File: src/rtl/core/rmts_pkg.sv
// shared constants and types of the rate-monotonic tick scheduler
// no dependencies; imported by every module of the core

package rmts_pkg;

   localparam int MAX_TASKS      = 4;
   localparam int DEF_TASK_COUNT = 4;
   localparam int DEF_TIME_BITS  = 16;

   localparam int PERIOD_BITS    = 16;
   localparam int BUDGET_BITS    = 16;
   localparam int TASK_BITS      = 3;
   localparam int MASK_BITS      = 4;
   localparam int REQ_DATA_BITS  = 8;
   localparam int RSP_DATA_BITS  = 8;
   localparam int CSR_INDEX_BITS = 3;
   localparam int CSR_DATA_BITS  = 16;

   // register indexes
   localparam logic [CSR_INDEX_BITS-1:0] REG_PERIOD_A = 3'd0;
   localparam logic [CSR_INDEX_BITS-1:0] REG_BUDGET_A = 3'd4;

   localparam logic [TASK_BITS-1:0] TASK_IDLE = 3'd0;

   // best candidate so far, handed from cell to cell
   typedef struct packed {
      logic                   valid;
      logic [PERIOD_BITS-1:0] period;
      logic [TASK_BITS-1:0]   task_num;
   } rmts_pick_type;

   // per-cell register write
   typedef struct packed {
      logic                   period_we;
      logic                   budget_we;
      logic [CSR_DATA_BITS-1:0] data;
   } rmts_csr_type;

   // tick control broadcast to all cells
   typedef struct packed {
      logic                 step;
      logic                 restart;
      logic [TASK_BITS-1:0] winner;
   } rmts_tick_type;

endpackage

File: src/rtl/core/rate_monotonic_tick_scheduler_core.sv
// top level of the rate-monotonic tick scheduler: a row of task cells,
// register decode and the result buffer; depends on rmts_pkg, rmts_cell, rmts_out_buf
//
//   channel | direction | handshake           | payload
//   req     | in        | req_tvalid/tready   | tdata[0] restart, [7:1] zero
//   rsp     | out       | rsp_tvalid/tready   | tdata[2:0] running_task,
//           |           |                     |   [6:3] released_mask, [7] idle
//   csr     | in        | csr_valid/ready     | csr_index register, csr_data value
//
// one tick per cycle while req_tready is high; its result is registered in the result buffer.
// the tick runs through the priority chain of all cells combinationally,
// which sets the rate and the clock.
// reset: periods 1, budgets 0, all counters and budgets left cleared.
// a two-word result buffer keeps req_tready high while one result waits;
// req_tready drops only when two results are unclaimed. csr_ready is always high.

module rate_monotonic_tick_scheduler_core
   import rmts_pkg::*;
#(
   parameter int TASK_COUNT = DEF_TASK_COUNT,
   parameter int TIME_BITS  = DEF_TIME_BITS
) (
   input  logic                      clock,
   input  logic                      reset,
   input  logic                      req_tvalid,
   output logic                      req_tready,
   input  logic [REQ_DATA_BITS-1:0]  req_tdata,   // [0] restart
   output logic                      rsp_tvalid,
   input  logic                      rsp_tready,
   output logic [RSP_DATA_BITS-1:0]  rsp_tdata,   // [2:0] running_task, [6:3] released_mask, [7] idle
   input  logic                      csr_valid,
   output logic                      csr_ready,
   input  logic [CSR_INDEX_BITS-1:0] csr_index,
   input  logic [CSR_DATA_BITS-1:0]  csr_data
);

   rmts_pick_type            pick [TASK_COUNT+1];
   rmts_csr_type             cell_csr [TASK_COUNT];
   logic [TASK_COUNT-1:0]    rel_bits;
   rmts_tick_type            tick;
   logic                     has_room;
   logic                     csr_we;
   logic [TASK_BITS-1:0]     running;
   logic [MASK_BITS-1:0]     rel_mask;
   logic                     idle;
   logic [RSP_DATA_BITS-1:0] result;

   assign csr_ready  = 1'b1;
   assign csr_we     = csr_valid && csr_ready;
   assign req_tready = has_room;
   assign pick[0]    = '0;

   always_comb begin
      tick.step    = req_tvalid && req_tready;
      tick.restart = req_tdata[0];
      running      = pick[TASK_COUNT].valid ? pick[TASK_COUNT].task_num : TASK_IDLE;
      tick.winner  = running;
      idle         = !pick[TASK_COUNT].valid;
      rel_mask     = MASK_BITS'(rel_bits);
      result       = {idle, rel_mask, running};
   end

   for (genvar i = 0; i < TASK_COUNT; i++) begin : g_cell
      assign cell_csr[i].period_we =
         csr_we && (csr_index == REG_PERIOD_A + CSR_INDEX_BITS'(i));
      assign cell_csr[i].budget_we =
         csr_we && (csr_index == REG_BUDGET_A + CSR_INDEX_BITS'(i));
      assign cell_csr[i].data = csr_data;

      rmts_cell #(
         .TIME_BITS (TIME_BITS),
         .TASK_NUM  (TASK_BITS'(i + 1))
      ) u_cell (
         .clock    (clock),
         .reset    (reset),
         .csr      (cell_csr[i]),
         .tick     (tick),
         .pick_in  (pick[i]),
         .pick_out (pick[i+1]),
         .released (rel_bits[i])
      );
   end

   rmts_out_buf #(
      .WIDTH (RSP_DATA_BITS)
   ) u_out_buf (
      .clock     (clock),
      .reset     (reset),
      .push      (tick.step),
      .push_data (result),
      .has_room  (has_room),
      .out_valid (rsp_tvalid),
      .out_ready (rsp_tready),
      .out_data  (rsp_tdata)
   );

endmodule

File: src/rtl/core/rmts_cell.sv
// one task cell: period and budget registers, phase counter, budget left,
// and one link of the priority chain; depends on rmts_pkg

module rmts_cell
   import rmts_pkg::*;
#(
   parameter int                   TIME_BITS = DEF_TIME_BITS,
   parameter logic [TASK_BITS-1:0] TASK_NUM  = 3'd1
) (
   input  logic          clock,
   input  logic          reset,
   input  rmts_csr_type  csr,
   input  rmts_tick_type tick,
   input  rmts_pick_type pick_in,
   output rmts_pick_type pick_out,
   output logic          released
);

   localparam int CMP_BITS = (TIME_BITS > PERIOD_BITS) ? TIME_BITS : PERIOD_BITS;

   logic [PERIOD_BITS-1:0] period_ff;
   logic [BUDGET_BITS-1:0] budget_ff;
   logic [TIME_BITS-1:0]   phase_ff;
   logic [TIME_BITS-1:0]   phase_in;
   logic [BUDGET_BITS-1:0] left_ff;
   logic [BUDGET_BITS-1:0] left_in;

   logic [PERIOD_BITS-1:0] eff_period;
   logic [TIME_BITS-1:0]   phase_cur;
   logic [TIME_BITS-1:0]   phase_inc;
   logic [BUDGET_BITS-1:0] left_cur;
   logic                   ready_to_run;
   logic                   takes_lead;
   logic                   picked;

   always_comb begin
      eff_period   = (period_ff == '0) ? PERIOD_BITS'(1) : period_ff;
      phase_cur    = tick.restart ? '0 : phase_ff;
      released     = (phase_cur == '0);
      // a restart always releases, so the cleared budget is reloaded anyway
      left_cur     = released ? budget_ff : left_ff;
      ready_to_run = (left_cur != '0);
      // strict compare: an earlier cell keeps a tie
      takes_lead   = ready_to_run && (!pick_in.valid || (eff_period < pick_in.period));

      if (takes_lead) begin
         pick_out.valid    = 1'b1;
         pick_out.period   = eff_period;
         pick_out.task_num = TASK_NUM;
      end else begin
         pick_out = pick_in;
      end

      picked    = (tick.winner == TASK_NUM);
      left_in   = picked ? (left_cur - BUDGET_BITS'(1)) : left_cur;
      phase_inc = phase_cur + TIME_BITS'(1);
      if (CMP_BITS'(phase_inc) >= CMP_BITS'(eff_period)) begin
         phase_in = '0;
      end else begin
         phase_in = phase_inc;
      end
   end

   always_ff @(posedge clock) begin
      if (reset) begin
         period_ff <= PERIOD_BITS'(1);
         budget_ff <= '0;
         phase_ff  <= '0;
         left_ff   <= '0;
      end else begin
         if (csr.period_we) begin
            period_ff <= csr.data;
         end
         if (csr.budget_we) begin
            budget_ff <= csr.data;
         end
         if (tick.step) begin
            phase_ff <= phase_in;
            left_ff  <= left_in;
         end
      end
   end

endmodule

File: src/rtl/core/rmts_out_buf.sv
// two-word result buffer between the cell row and the result channel
// depends on rmts_pkg

module rmts_out_buf
   import rmts_pkg::*;
#(
   parameter int WIDTH = RSP_DATA_BITS
) (
   input  logic             clock,
   input  logic             reset,
   input  logic             push,
   input  logic [WIDTH-1:0] push_data,
   output logic             has_room,
   output logic             out_valid,
   input  logic             out_ready,
   output logic [WIDTH-1:0] out_data
);

   logic [WIDTH-1:0] entry_ff [2];
   logic [1:0]       count_ff;
   logic [1:0]       count_in;
   logic             wr_ptr_ff;
   logic             rd_ptr_ff;
   logic             pop;

   always_comb begin
      has_room  = (count_ff != 2'd2);
      out_valid = (count_ff != 2'd0);
      out_data  = entry_ff[rd_ptr_ff];
      pop       = out_valid && out_ready;
      count_in  = count_ff + {1'b0, push} - {1'b0, pop};
   end

   always_ff @(posedge clock) begin
      if (push) begin
         entry_ff[wr_ptr_ff] <= push_data;
      end
   end

   always_ff @(posedge clock) begin
      if (reset) begin
         count_ff  <= '0;
         wr_ptr_ff <= 1'b0;
         rd_ptr_ff <= 1'b0;
      end else begin
         count_ff <= count_in;
         if (push) begin
            wr_ptr_ff <= ~wr_ptr_ff;
         end
         if (pop) begin
            rd_ptr_ff <= ~rd_ptr_ff;
         end
      end
   end

endmodule

File: config.mk
export PLATFORM = sky130hd
export DESIGN_NAME = rate_monotonic_tick_scheduler_core
export DESIGN_NICKNAME = d
export VERILOG_FILES = /design/src/rtl/core/rmts_pkg.sv /design/src/rtl/core/rate_monotonic_tick_scheduler_core.sv /design/src/rtl/core/rmts_cell.sv /design/src/rtl/core/rmts_out_buf.sv
export SDC_FILE = /design/constraint.sdc
export NUM_CORES = 1
export LEC_CHECK = 0
export BUFFER_PORTS_ARGS = -buffer_cell sky130_fd_sc_hd__buf_2
export CORE_ASPECT_RATIO = 0.75
export CORE_MARGIN = 2
export CORE_UTILIZATION = 35
export DETAILED_ROUTE_END_ITERATION = 6
export GPL_TIMING_DRIVEN = 0
export SLEW_MARGIN = 20
export SYNTH_ARGS = -nofsm -noshare
export SYNTH_HDL_FRONTEND = slang
export SYNTH_HIERARCHICAL = 1
export SYNTH_SLANG_ARGS = --single-unit
File: constraint.sdc
create_clock -name clock -period 21.3 [get_ports clock]
set_clock_uncertainty 0.15 [all_clocks]
set_input_delay 2.13 -clock clock [delete_from_list [all_inputs] [get_ports clock]]
set_output_delay 2.13 -clock clock [all_outputs]
set_load 0.1 [all_outputs]
==> run summary <==
The sequential cell fraction of total power came out at 34.0%. The clock transition at the registers of the reported paths is 60 ps. The leakage dissipation is 8.023 nW. The time the worst path needs with I/O delays and setup came out at 14750 ps.

The count of yosys warnings during synthesis is 6. The clock passes through at most 3 buffers. Input and output buffers added on the ports amount to 34. Static timing analysis puts the maximum clock frequency at 0.06780 GHz. The startpoint identified for the worst hold timing path is g_cell[3].u_cell/left_ff[13]. The sum of negative setup slack came out at 0 ps. The area growth from synthesis to layout is 11.83%.

The sequential cells in the finished layout cover a total of 5705 um2. The hold path endpoint is g_cell[3].u_cell/left_ff[13]. The portion of total power attributed to the clock network came out at 32.0%. The combinational share of power is 34.0%. The net switching power of the design came out at 0.6531 mW. The cell at the root of the clock tree is clkbuf_16. In this run the number of H-tree levels came out at 1.

Setup repair after global routing left no endpoint under its margin. The worst slew margin relative to its limit came out at 38.69%. The fraction of power spent switching nets came out at 37.24%. The number of buffers inserted for hold repair after clock tree synthesis came out at 0. The required time of the critical path came out at 21610 ps. The TritonCTS buffer count is 31. STA classifies the critical path startpoint as a primary input. Synthesis handed over a netlist of 2288 instances. The number of nets with antenna violations after detailed routing came out at 0.

The slew at the pin closest to its max-slew limit came out at 916.2 ps. The beginning of the worst register-to-register path is g_cell[0].u_cell/phase_ff[0]. The number of antenna violations at the first check in global routing is 5. The proportion of layout cells with a drive suffix above 1 is 6.489%. The number of sinks driven by the clock tree is 277. The final-layout fill cell count is 5364.

The estimated wirelength of the detail-placed design is 42930 um. The die extent in x is 271.5 um. The post-synthesis area per instance is 8.210 um2. The max-capacitance violation count is 0. The die height came out at 204.6 um. The number of endpoints failing setup at the final stage came out at 0. The total design power came out at 1.754 mW. The netlist area before placement came out at 18780 um2. The cell area power density is 83.49 nW/um2. The largest vdd supply drop came out at 0.00008692 V.

The region available for standard cell placement spans 52980 um2. The detail-routed via count per cell is 5.593. For this block, the routed nets add up to 58080 um of wire. The detail-routed net length per standard cell is 18.63 um. The count of instances resized after the clock tree is built came out at 0. The residual DRC count came out at 0. The all-layer global routing usage came out at 20.36%. The worst register-to-register path ends at g_cell[0].u_cell/left_ff[15]. The row count came out at 73. The worst path arrival time is 15060 ps. Of all nets on the critical path, the largest fanout is 19. The buffers inserted during post-CTS setup optimization is 0. The register-to-register path setup slack is 8890 ps.

Dividing the final minimum period by the clock period gives 69.25%. The multi-input combinational cell area is 11870 um2. The final max-slew violation count was 0.

The internal power contribution came out at 1.101 mW. The largest net degree at the start of global routing came out at 21. The effective utilization at floorplan came out at 35.46%. The cell with the most instances on the worst path is buf_6. The number of global-route vias before repair came out at 16089. The clock latency on the worst-skew pair is 610 ps.

The first-pass detailed-route iteration total is 7. Global routing finished with a remaining overflow of 0. The DRC violation total after the first TritonRoute iteration came out at 2004. The first global-routing pass estimated 90740 um of wire. The final weighted congestion in routability-driven placement came out at 0.9005. The layout net count came out at 2547. The worst hold path stage count is 2.

The TritonCTS clock tree is yes. The worst setup path is captured at a flip-flop. The flow ran to the end, and the final reports show no timing, DRC or antenna violations. The number of endpoints with negative hold slack in the final report came out at 0.

The delay of the slowest cell on the worst path is 590 ps. The worst min-delay path category is flip-flop to flip-flop. The length in cells of the worst reg-to-reg path is 54. The number of primary I/O pins is 43. The slowest stage of the critical path is the or3b_2 cell. Detailed routing inserted a total of 17440 vias. The full die area is 55560 um2.

The setup path with the least slack is of type primary input to flip-flop.
## how the worst max path moves through the flow
stage,start,end,slack (ps)
after CTS,req_tdata[0],g_cell[0].u_cell/left_ff[15],6800
final,req_tdata[0],g_cell[0].u_cell/left_ff[15],6550
after global placement,req_tdata[0],g_cell[0].u_cell/left_ff[15],6380
after floorplan,req_tdata[0],g_cell[0].u_cell/left_ff[7],8950
after detailed placement,req_tdata[0],g_cell[0].u_cell/left_ff[15],6260
after global routing,req_tdata[0],g_cell[0].u_cell/left_ff[15],5920
## layout by cell type, fill, tap and decap left out, types with 74 or more instances in the layout
cell / count
clkbuf_1: 155
o21ai_0: 103
dfxtp_1: 261
nand2_1: 117
nor2_1: 283
nor3_1: 74
ha_1: 134
inv_1: 143
a21oi_1: 84
mux2i_1: 181
## area by class of cell
type,instances,area share (%)
buffer,173,3.556
clock buffer,49,4.396
sequential,277,27.16
antenna,2,0.02383
timing repair buffer,34,0.8101
inverter,148,2.680
tap,712,4.241
multi-input combinational,1716,56.53
clock inverter,7,0.6075
## per-layer routing
| metal | track usage [%] | vias to the layer above | wire, um |
|---|---|---|---|
| met2 | 30.16 | 638 | 23960 |
| met4 | 4.690 | 4 | 1198 |
| li1 | - | 8384 | - |
| met1 | 30.36 | 8316 | 27970 |
| met5 | 0 | - | 23 |
| met3 | 3.575 | 98 | 4934 |
## flip-flops by register name, summed over array words and instances, names as in the netlist, named ones only
name,flops
u_out_buf/count_ff,2
g_cell.u_cell/period_ff,64
u_out_buf/entry_ff,16
g_cell.u_cell/phase_ff,64
g_cell.u_cell/budget_ff,64
g_cell.u_cell/left_ff,64
u_out_buf/rd_ptr_ff,1
u_out_buf/wr_ptr_ff,1
## stage by stage
stage	hold WS, ps	utilization (%)	area, um2	worst slack (ps)	instances
6_report	307.7	39.65	21010	6550	3118
5_1_grt	328.8	39.65	21010	5925	3118
4_1_cts	309.7	39.64	21000	6795	3116
3_5_place_dp	303.9	37.66	19950	6257	3060
3_3_place_gp	293.9	37.65	19940	6380	3060
2_1_floorplan	276.4	-	18880	8953	2314
## power by group through the flow
stage / Clock [mW] / Combinational, mW / Sequential, mW
floorplan: 0 / 0.437 / 0.597
CTS: 0.574 / 0.585 / 0.596
global route: 0.593 / 0.647 / 0.602
global placement: 0 / 0.571 / 0.605
finish: 0.560 / 0.596 / 0.597
detailed placement: 0 / 0.582 / 0.607
## worst max-delay path, delay by kind of cell
kind	cells	cell delay, ps
AND/OR/NAND/NOR	14	3180
adder cells (fa/ha/maj)	5	1420
AO/OA/AOI/OAI	16	3860
multiplexers	4	620
buffers and inverters	19	3790
Note: power is estimated with default switching activity, not from simulation.
